## config.mk

```make
export PLATFORM = sky130hd
export DESIGN_NAME = esds_descriptor_parser_unit
export DESIGN_NICKNAME = d
export VERILOG_FILES = /design/src/sv/esds_dp_pkg.sv /design/src/sv/esds_descriptor_parser_unit.sv
export SDC_FILE = /design/constraint.sdc
export NUM_CORES = 1
export LEC_CHECK = 0
export CORE_MARGIN = 2
export CORE_UTILIZATION = 59
export DETAILED_ROUTE_END_ITERATION = 12
export DONT_BUFFER_PORTS = 1
export PLACE_DENSITY = 0.75
export RECOVER_POWER = 50
export SETUP_SLACK_MARGIN = 0.02
export SLEW_MARGIN = 20
export SYNTH_ARGS = -nofsm -noshare
export SYNTH_HDL_FRONTEND = slang
export SYNTH_SLANG_ARGS = --single-unit
```

## constraint.sdc

```tcl
create_clock -name clock -period 3.95 [get_ports clock]
set_input_delay 0.79 -clock clock [delete_from_list [all_inputs] [get_ports clock]]
set_output_delay 0.79 -clock clock [all_outputs]
set_load 0.005 [all_outputs]
```

## src/sv/esds_dp_pkg.sv

```systemverilog
`default_nettype none
package esds_dp_pkg;

   // field widths
   localparam int BYTE_W = 8;
   localparam int LEN_W = 28;
   localparam int LEN_COUNT_W = 2;

   // longest length field in bytes
   localparam int MAX_LENGTH_BYTES = 4;

   // bytes taken by the fixed headers of the descended descriptors
   localparam logic [LEN_W-1:0] ES_HEADER_BYTES = LEN_W'(3);
   localparam logic [LEN_W-1:0] DEC_CFG_HEADER_BYTES = LEN_W'(13);

   // descriptor tags
   localparam logic [BYTE_W-1:0] TAG_ES = 8'h03;
   localparam logic [BYTE_W-1:0] TAG_DEC_CFG = 8'h04;
   localparam logic [BYTE_W-1:0] TAG_DEC_SPECIFIC = 8'h05;

   // packed widths on the stream ports
   localparam int REQ_TDATA_W = 8;
   localparam int RSP_TDATA_W = 40;

   // parser phases
   typedef enum logic [1:0] {
      PH_TAG  = 2'd0,
      PH_LEN  = 2'd1,
      PH_SKIP = 2'd2,
      PH_PAY  = 2'd3
   } phase_type;

endpackage : esds_dp_pkg
`default_nettype wire

```

## src/sv/esds_descriptor_parser_unit.sv

```systemverilog
// A payload byte shows on rsp in the cycle after its item is accepted.
// Throughput: one item per cycle; req_tready only drops while the result
// register is full and rsp_tready is low.
// Reset: synchronous, active high; returns the parser to the tag phase and
// clears the result register's valid flag.
`default_nettype none
module esds_descriptor_parser_unit
   import esds_dp_pkg::*;
(
   input  wire logic                   clock,
   input  wire logic                   reset,
   // input stream
   input  wire logic                   req_tvalid,
   output logic                        req_tready,
   input  wire logic [REQ_TDATA_W-1:0] req_tdata,  // [7:0] data_byte
   input  wire logic                   req_tlast,  // stream_last
   // result stream
   output logic                        rsp_tvalid,
   input  wire logic                   rsp_tready,
   output logic [RSP_TDATA_W-1:0]      rsp_tdata,  // [7:0] payload_byte, [35:8] payload_length,
                                                   // [39:36] zero
   output logic                        rsp_tuser,  // payload_first
   output logic                        rsp_tlast   // payload_last
);

   // parser state
   phase_type              phase_ff, phase_in;
   logic [BYTE_W-1:0]      tag_ff, tag_in;
   logic [LEN_W-1:0]       acc_ff, acc_in;
   logic [LEN_COUNT_W-1:0] count_ff, count_in;
   logic [LEN_W-1:0]       remain_ff, remain_in;
   logic [LEN_W-1:0]       captured_ff, captured_in;

   // result register
   logic                   rsp_valid_ff, rsp_valid_in;
   logic [BYTE_W-1:0]      rsp_byte_ff;
   logic [LEN_W-1:0]       rsp_len_ff;
   logic                   rsp_first_ff;
   logic                   rsp_last_ff;

   logic                   accept;
   logic                   rsp_load;
   logic [BYTE_W-1:0]      data;
   logic [LEN_W-1:0]       acc_next;
   logic                   len_done;
   logic [LEN_W-1:0]       remain_dec;
   logic                   out_first;
   logic                   out_last;

   // handshake: take an item whenever the result register can move on
   assign req_tready = !rsp_valid_ff || rsp_tready;
   assign accept     = req_tvalid && req_tready;
   assign data       = req_tdata[BYTE_W-1:0];

   // shared step values
   assign acc_next   = {acc_ff[LEN_W-8:0], data[6:0]};
   assign len_done   = !data[7] || (count_ff == LEN_COUNT_W'(MAX_LENGTH_BYTES - 1));
   assign remain_dec = (remain_ff == '0) ? '0 : remain_ff - LEN_W'(1);

   // next phase
   always_comb begin
      phase_in = phase_ff;
      if (accept) begin
         unique case (phase_ff)
            PH_TAG: begin
               phase_in = PH_LEN;
            end
            PH_LEN: begin
               if (len_done) begin
                  if (tag_ff == TAG_ES || tag_ff == TAG_DEC_CFG) begin
                     phase_in = PH_SKIP;
                  end else if (acc_next == '0) begin
                     phase_in = PH_TAG;
                  end else if (tag_ff == TAG_DEC_SPECIFIC) begin
                     phase_in = PH_PAY;
                  end else begin
                     phase_in = PH_SKIP;
                  end
               end
            end
            PH_SKIP, PH_PAY: begin
               if (remain_dec == '0) begin
                  phase_in = PH_TAG;
               end
            end
            default: begin
               phase_in = PH_TAG;
            end
         endcase
         // end of stream abandons any open descriptor
         if (req_tlast) begin
            phase_in = PH_TAG;
         end
      end
   end

   // datapath registers and result fields
   always_comb begin
      tag_in      = tag_ff;
      acc_in      = acc_ff;
      count_in    = count_ff;
      remain_in   = remain_ff;
      captured_in = captured_ff;
      rsp_load    = 1'b0;
      out_first   = (remain_ff == captured_ff);
      out_last    = (remain_ff <= LEN_W'(1)) || req_tlast;
      if (accept) begin
         unique case (phase_ff)
            PH_TAG: begin
               tag_in   = data;
               acc_in   = '0;
               count_in = '0;
            end
            PH_LEN: begin
               acc_in = acc_next;
               if (len_done) begin
                  count_in = '0;
                  if (tag_ff == TAG_ES) begin
                     remain_in = ES_HEADER_BYTES;
                  end else if (tag_ff == TAG_DEC_CFG) begin
                     remain_in = DEC_CFG_HEADER_BYTES;
                  end else begin
                     remain_in = acc_next;
                     if (tag_ff == TAG_DEC_SPECIFIC) begin
                        captured_in = acc_next;
                     end
                  end
               end else begin
                  count_in = count_ff + LEN_COUNT_W'(1);
               end
            end
            PH_SKIP: begin
               remain_in = remain_dec;
            end
            PH_PAY: begin
               remain_in = remain_dec;
               rsp_load  = 1'b1;
            end
            default: begin
               remain_in = remain_dec;
            end
         endcase
         if (req_tlast) begin
            remain_in = '0;
            count_in  = '0;
         end
      end
   end

   // result valid: set on a payload byte, cleared when taken
   assign rsp_valid_in = rsp_load || (rsp_valid_ff && !rsp_tready);

   // control registers
   always_ff @(posedge clock) begin
      if (reset) begin
         phase_ff     <= PH_TAG;
         tag_ff       <= '0;
         acc_ff       <= '0;
         count_ff     <= '0;
         remain_ff    <= '0;
         captured_ff  <= '0;
         rsp_valid_ff <= 1'b0;
      end else begin
         phase_ff     <= phase_in;
         tag_ff       <= tag_in;
         acc_ff       <= acc_in;
         count_ff     <= count_in;
         remain_ff    <= remain_in;
         captured_ff  <= captured_in;
         rsp_valid_ff <= rsp_valid_in;
      end
   end

   // result payload
   always_ff @(posedge clock) begin
      if (rsp_load) begin
         rsp_byte_ff  <= data;
         rsp_len_ff   <= captured_ff;
         rsp_first_ff <= out_first;
         rsp_last_ff  <= out_last;
      end
   end

   assign rsp_tvalid = rsp_valid_ff;
   assign rsp_tdata  = {{(RSP_TDATA_W - BYTE_W - LEN_W){1'b0}}, rsp_len_ff, rsp_byte_ff};
   assign rsp_tuser  = rsp_first_ff;
   assign rsp_tlast  = rsp_last_ff;

   // checks
   a_last_returns_to_tag: assert property (@(posedge clock) disable iff (reset)
      (accept && req_tlast) |=> (phase_ff == PH_TAG))
      else $error("parser not in tag phase after stream end");

   a_payload_has_bytes: assert property (@(posedge clock) disable iff (reset)
      (phase_ff == PH_PAY) |-> (remain_ff != '0))
      else $error("payload phase with nothing left");

   a_count_only_in_len: assert property (@(posedge clock) disable iff (reset)
      (count_ff != '0) |-> (phase_ff == PH_LEN))
      else $error("length byte count outside length phase");

   a_result_length_nonzero: assert property (@(posedge clock) disable iff (reset)
      rsp_valid_ff |-> (rsp_len_ff != '0))
      else $error("payload item carries zero length");

endmodule : esds_descriptor_parser_unit
`default_nettype wire

```

# --- Word level (Yosys, flattened, before mapping) ---
# Index checks and enable logic that the tools add are counted.
totals:
  word_cells: 69
  register_bits: 128
  in_bits: 13
  output_inout_bits: 44
classes:
  mux: 19
  bitwise_logic: 2
  eq_ne: 10
  order_cmp: 1
  addsub: 2
  n_reduce_logical: 24
op_table:
  columns: ["op", "count"]
  rows:
  - ["2-to-1 mux 28 bit", 5]
  - ["logical NOT 28 bit", 3]
  - ["case mux 28 bit (2 select lines)", 1]
  - ["case mux 21 bit (2 select lines)", 1]
  - ["== test 28 bit", 1]
  - ["less-or-equal comparator 28 x 1 -> 1 bit (second input constant)", 1]
  - ["subtractor 28 x 1 -> 28 bit (second input constant)", 1]
  - ["== test 8 x 3 -> 1 bit (second input constant)", 2]
  - ["2-to-1 mux 2 bit", 7]
  - ["== test 8 x 2 -> 1 bit (second input constant)", 1]
  - ["== test 2 bit (second input constant)", 3]
  - ["case mux 2 bit (3 select lines)", 1]
  - ["AND reduction 2 bit", 3]
  - ["AND reduction 3 bit", 2]
  - ["AND reduction 6 bit", 1]
  - ["nonzero test 3 bit", 2]
  - ["logical OR 1 bit", 5]
  - ["case mux 2 bit (2 select lines)", 1]
  - ["logical NOT 1 bit", 3]
  - ["2-to-1 mux 1 bit", 3]
  - ["inequality test 3 x 1 -> 1 bit (second input constant)", 1]
  - ["inequality test 3 bit (second input constant)", 1]
  - ["adder 2 x 1 -> 2 bit (second input constant)", 1]
  - ["== test 2 x 1 -> 1 bit (second input constant)", 1]
  - ["other kinds (5)", 7]

# --- Logic depth before layout (Yosys ltp) ---
depth:
  word_depth: 7
  mapped_depth: 10
  mapped_depth_nobuf: 8

# --- Worst setup path after synthesis ---
# Ideal clock, no wire load.
synth_timing:
  kind: "input port to flip-flop"
  start: "input port rsp_tready"
  end: "register rsp_byte_ff[0], enable pin"
  path_buffers: 0
  required_ps: 3517
  path_stages: 3
  arrival_ps: 2724
  setup_time_ps: 433
  slack_ps: 793
  cell_sequence: "nand2b_1 > nand2_1 > nor2_1"
synth_via:
  elab_chain_cells: 3
synth_rtl:
  columns: ["element", "line_no", "rtl"]
  rows:
  - ["start: declaration", "esds_descriptor_parser_unit.sv:19", "input wire logic rsp_tready,"]
  - ["logical OR 1 bit", "esds_descriptor_parser_unit.sv:51", "assign req_tready = !rsp_valid_ff || rsp_tready;"]
  - ["logical AND 1 bit", "esds_descriptor_parser_unit.sv:52", "assign accept = req_tvalid && req_tready;"]
  - ["2-to-1 mux 1 bit", "esds_descriptor_parser_unit.sv:107", "if (accept) begin"]
  - ["net rsp_load", "esds_descriptor_parser_unit.sv:42", "logic rsp_load;"]
  - ["end signal: assignment", "esds_descriptor_parser_unit.sv:177", "rsp_byte_ff <= data;"]
  - ["end: declaration", "esds_descriptor_parser_unit.sv:36", "logic [BYTE_W-1:0] rsp_byte_ff;"]
# The timed path passes the listed nets, and every way through them passes these cells.
# A chain may end at the register's enable or synchronous reset.

# --- Worst setup path after layout ---
layout_timing:
  start: "register phase_ff[0]"
  end: "register rsp_len_ff[2], enable pin"
layout_via:
  elab_chain_cells: 3
layout_rtl:
  columns: ["element", "line_no", "rtl"]
  rows:
  - ["start: declaration", "esds_descriptor_parser_unit.sv:27", "phase_type phase_ff, phase_in;"]
  - ["start signal: assignment", "esds_descriptor_parser_unit.sv:164", "phase_ff <= phase_in;"]
  - ["== test 2 bit", "esds_descriptor_parser_unit.sv:108", "unique case (phase_ff)"]
  - ["2-to-1 mux 1 bit", "esds_descriptor_parser_unit.sv:108", null]
  - ["2-to-1 mux 1 bit", "esds_descriptor_parser_unit.sv:107", null]
  - ["net rsp_load", "esds_descriptor_parser_unit.sv:42", null]
  - ["end signal: assignment", "esds_descriptor_parser_unit.sv:178", "rsp_len_ff <= captured_ff;"]
  - ["end: declaration", "esds_descriptor_parser_unit.sv:37", "logic [LEN_W-1:0] rsp_len_ff;"]
# The timed path passes the listed nets, and every way through them passes these cells.

==> reports/summary.txt <==
Status: finished, final reports clean
Setup TNS: 0 ps
Min Tclk post-route: 3200 ps
Setup bufs post-CTS: 0
Dominant synthesized flop cell: dfxtp_1
Worst Path Required: 4130 ps
Total power: 3.15 mW
Worst relative slew slack: 1.65%
Worst R2R Setup Slack: 750 ps
Routed wire length: 15.9 mm
Avg Cell Area, Syn: 9.75 um^2
Post-Syn Instances: 633
Chip Width: 106 um
WS Path Type: reg2reg
TritonCTS clock tree: yes
# IOs: 57
Placed inst area: 0.00614 mm^2
Total number of vias: 4,841
Mapped Area: 0.00617 mm^2
Register area share after synthesis: 47.7%
Synth unique cells: 70
Ys async rst share: 0%
Clock Path Buffers: 2
PostCTS Resize Cnt: 0
Most frequent cells in the layout: dfxtp_1, nor2_1, a21oi_1, edfxtp_1, mux2i_1
Crit share post-route: 81.1%
CP arrival: 3380 ps
NetSw: 0.818 mW
Critical Path, Cell by Cell: clkbuf_1, nand2_1, nor2_1, buf_4
Hold Path End: rsp_tvalid$_SDFF_PP0_
Pwr per Cell Area: 472 mW/mm^2
Yosys reg bits: 128
Routed wl met2: 7.32 mm
Core Area: 0.0102 mm^2
Switch share: 26.0%
Logic gate share of total power: 9.7%
Layout cells sized above 1: 11.2%
Vias in the first global route: 4,562
WL met1: 7.06 mm
Layout area overhead: 8.15%
Yosys warnings: 0
Setup violators final: 0
CTS HTree Levels: 4
RSZ-0062 raised after global routing: false
Count of input and output buffers: 0
Post-synth EDFFs: 38
Number of diodes: 0
Largest net degree at the start of global routing: 94
Slowest cell on crit path: clkbuf_1
Top cell type's share of synthesized area: 29.2%
Row cnt: 37
Reg2reg start: phase_ff[0]$_SDFFE_PP0P_
Crit-path max FO: 30
Worst R2R End: rsp_len_ff[2]$_DFFE_PP_
Cts bufs inserted: 17
Max Slew Vio Count: 0
Fin util: 65.3%
Avg Vias per Cell: 6.38
Initial antenna violation count: 0
CTS clk-pin slew, worst paths: 60 ps
1st-pass router iterations: 8
Hold Crit Start: reset
Drc violations: 0
Top layer in use: met4
Die Ht: 106 um
Root Buffer: clkbuf_8
Register share of total power: 44.5%
Final ANT Viol Nets: 0
Final hold violations: 0
WHS Path Cells: 1
Fmax: 312 MHz
Nets@finish: 627
Final Cell Area: 0.00668 mm^2
CP bufs+invs: 2
R2r worst-path depth: 4
Area leader, netlist: dfxtp_1
Worst clock skew: 9.38 ps
# Max-Cap Violations: 0
First-pass GRT wire length: 25.3 mm
CP Capture Type: register
Met3 Wirelength: 1.15 mm
Top post-synthesis cells by area: dfxtp_1, edfxtp_1, mux2i_1
Delay-heaviest family, CP: buffers and inverters
Startpoint Class: register
VDD IR-drop max: 0.257 mV
Slew @ Worst Pin: 1480 ps
Die area: 0.0113 mm^2
DR iter-0 viols: 456
Dpl hpwl: 10.8 mm
Initial core utilization: 60.4%
Delay of the slowest cell on the worst path: 1080 ps
Internal power: 2.33 mW
Gr ovfl total: 0
Most common cell after layout, fill and taps aside: dfxtp_1
Routed len/inst: 21.0 um
GP Congestion: 0.979
Total track usage: 29.0%
Worst Hold Class: in2reg
Hold buffer count at cts: 0
Worst-Skew Late Latency: 530 ps
P_leak: 2.37 nW
Total clock sinks: 128
Clock power share: 45.7%
Worst Setup SP: phase_ff[0]$_SDFFE_PP0P_
Filler Cell Count: 781
routing by layer:
layer  GRT usage [%]  up-vias
met3            6.07       35
met2            45.4      235
met4            9.68        0
met5               0        -
li1                -     2249
met1            40.2     2322
cell type report:
| type | instances | area, um^2 | area share (%) |
|---|---|---|---|
| multi-input cells | 440 | 2900 | 43.5 |
| well taps | 136 | 170 | 2.55 |
| repair buffers | 9 | 63.8 | 0.956 |
| clock buffers | 19 | 432 | 6.46 |
| clock inverters | 13 | 114 | 1.71 |
| flip-flops and latches | 128 | 2940 | 44.1 |
| inverters | 14 | 52.6 | 0.787 |
power groups by stage:
stage	logic [mW]	registers, mW	clock network, mW
6_report	0.307	1.40	1.44
5_1_grt	0.335	1.40	1.50
4_1_cts	0.303	1.40	1.44
3_5_place_dp	0.300	1.43	0
3_3_place_gp	0.298	1.43	0
2_1_floorplan	0.270	1.41	0
worst max path at each step:
| stage | end | slack [ps] | cells past startpoint |
|---|---|---|---|
| floorplan | rsp_byte_ff[0]$_DFFE_PP_ | 790 | 3 |
| global placement | remain_ff[5]$_SDFFE_PP0P_ | 1200 | 6 |
| detailed placement | remain_ff[1]$_SDFFE_PP0P_ | 1070 | 5 |
| CTS | remain_ff[23]$_SDFFE_PP0P_ | 1250 | 7 |
| global route | rsp_len_ff[2]$_DFFE_PP_ | 540 | 4 |
| finish | rsp_len_ff[2]$_DFFE_PP_ | 750 | 4 |
synth_stat cells (all sizes together), types with 5 or more instances:
| cell type | instances |
|---|---|
| a211oi | 5 |
| a21oi | 38 |
| a221oi | 7 |
| a22oi | 9 |
| buf | 28 |
| clkbuf | 26 |
| dfxtp | 90 |
| edfxtp | 38 |
| inv | 14 |
| mux2i | 37 |
| nand2 | 31 |
| nand3 | 33 |
| nand4 | 11 |
| nor2 | 79 |
| nor3 | 31 |
| nor4 | 23 |
| o21ai | 17 |
| o32ai | 6 |
| or2 | 5 |
| or3 | 6 |
| xnor2 | 17 |
| xor2 | 21 |
cell families after synthesis:
family / count (synthesis) / synth area share [%]
adder cells (fa/ha/maj): 4 / 0.811
AND/OR/NAND/NOR: 243 / 21.0
multiplexers: 37 / 6.00
flip-flops: 128 / 47.7
XOR/XNOR: 38 / 5.39
other: 1 / 0.0607
AO/OA/AOI/OAI: 114 / 13.6
buffers and inverters: 68 / 5.51
stage by stage:
stage               hold WS, ps  std cells  worst slack, ps
floorplan                   449        636              793
global placement            458        727             1200
detailed placement          470        727             1070
CTS                         325        759             1250
global route                326        759              536
finish                      323        759              748
state kept, by name, indices dropped and copies added, names as in the netlist:
name,flops
rsp_byte_ff,8
rsp_len_ff,28
rsp_tlast,1
rsp_tuser,1
acc_ff,21
rsp_tvalid,1
captured_ff,28
remain_ff,28
count_ff,2
phase_ff,2
tag_ff,8
Note: power is estimated with default switching activity, not from simulation.
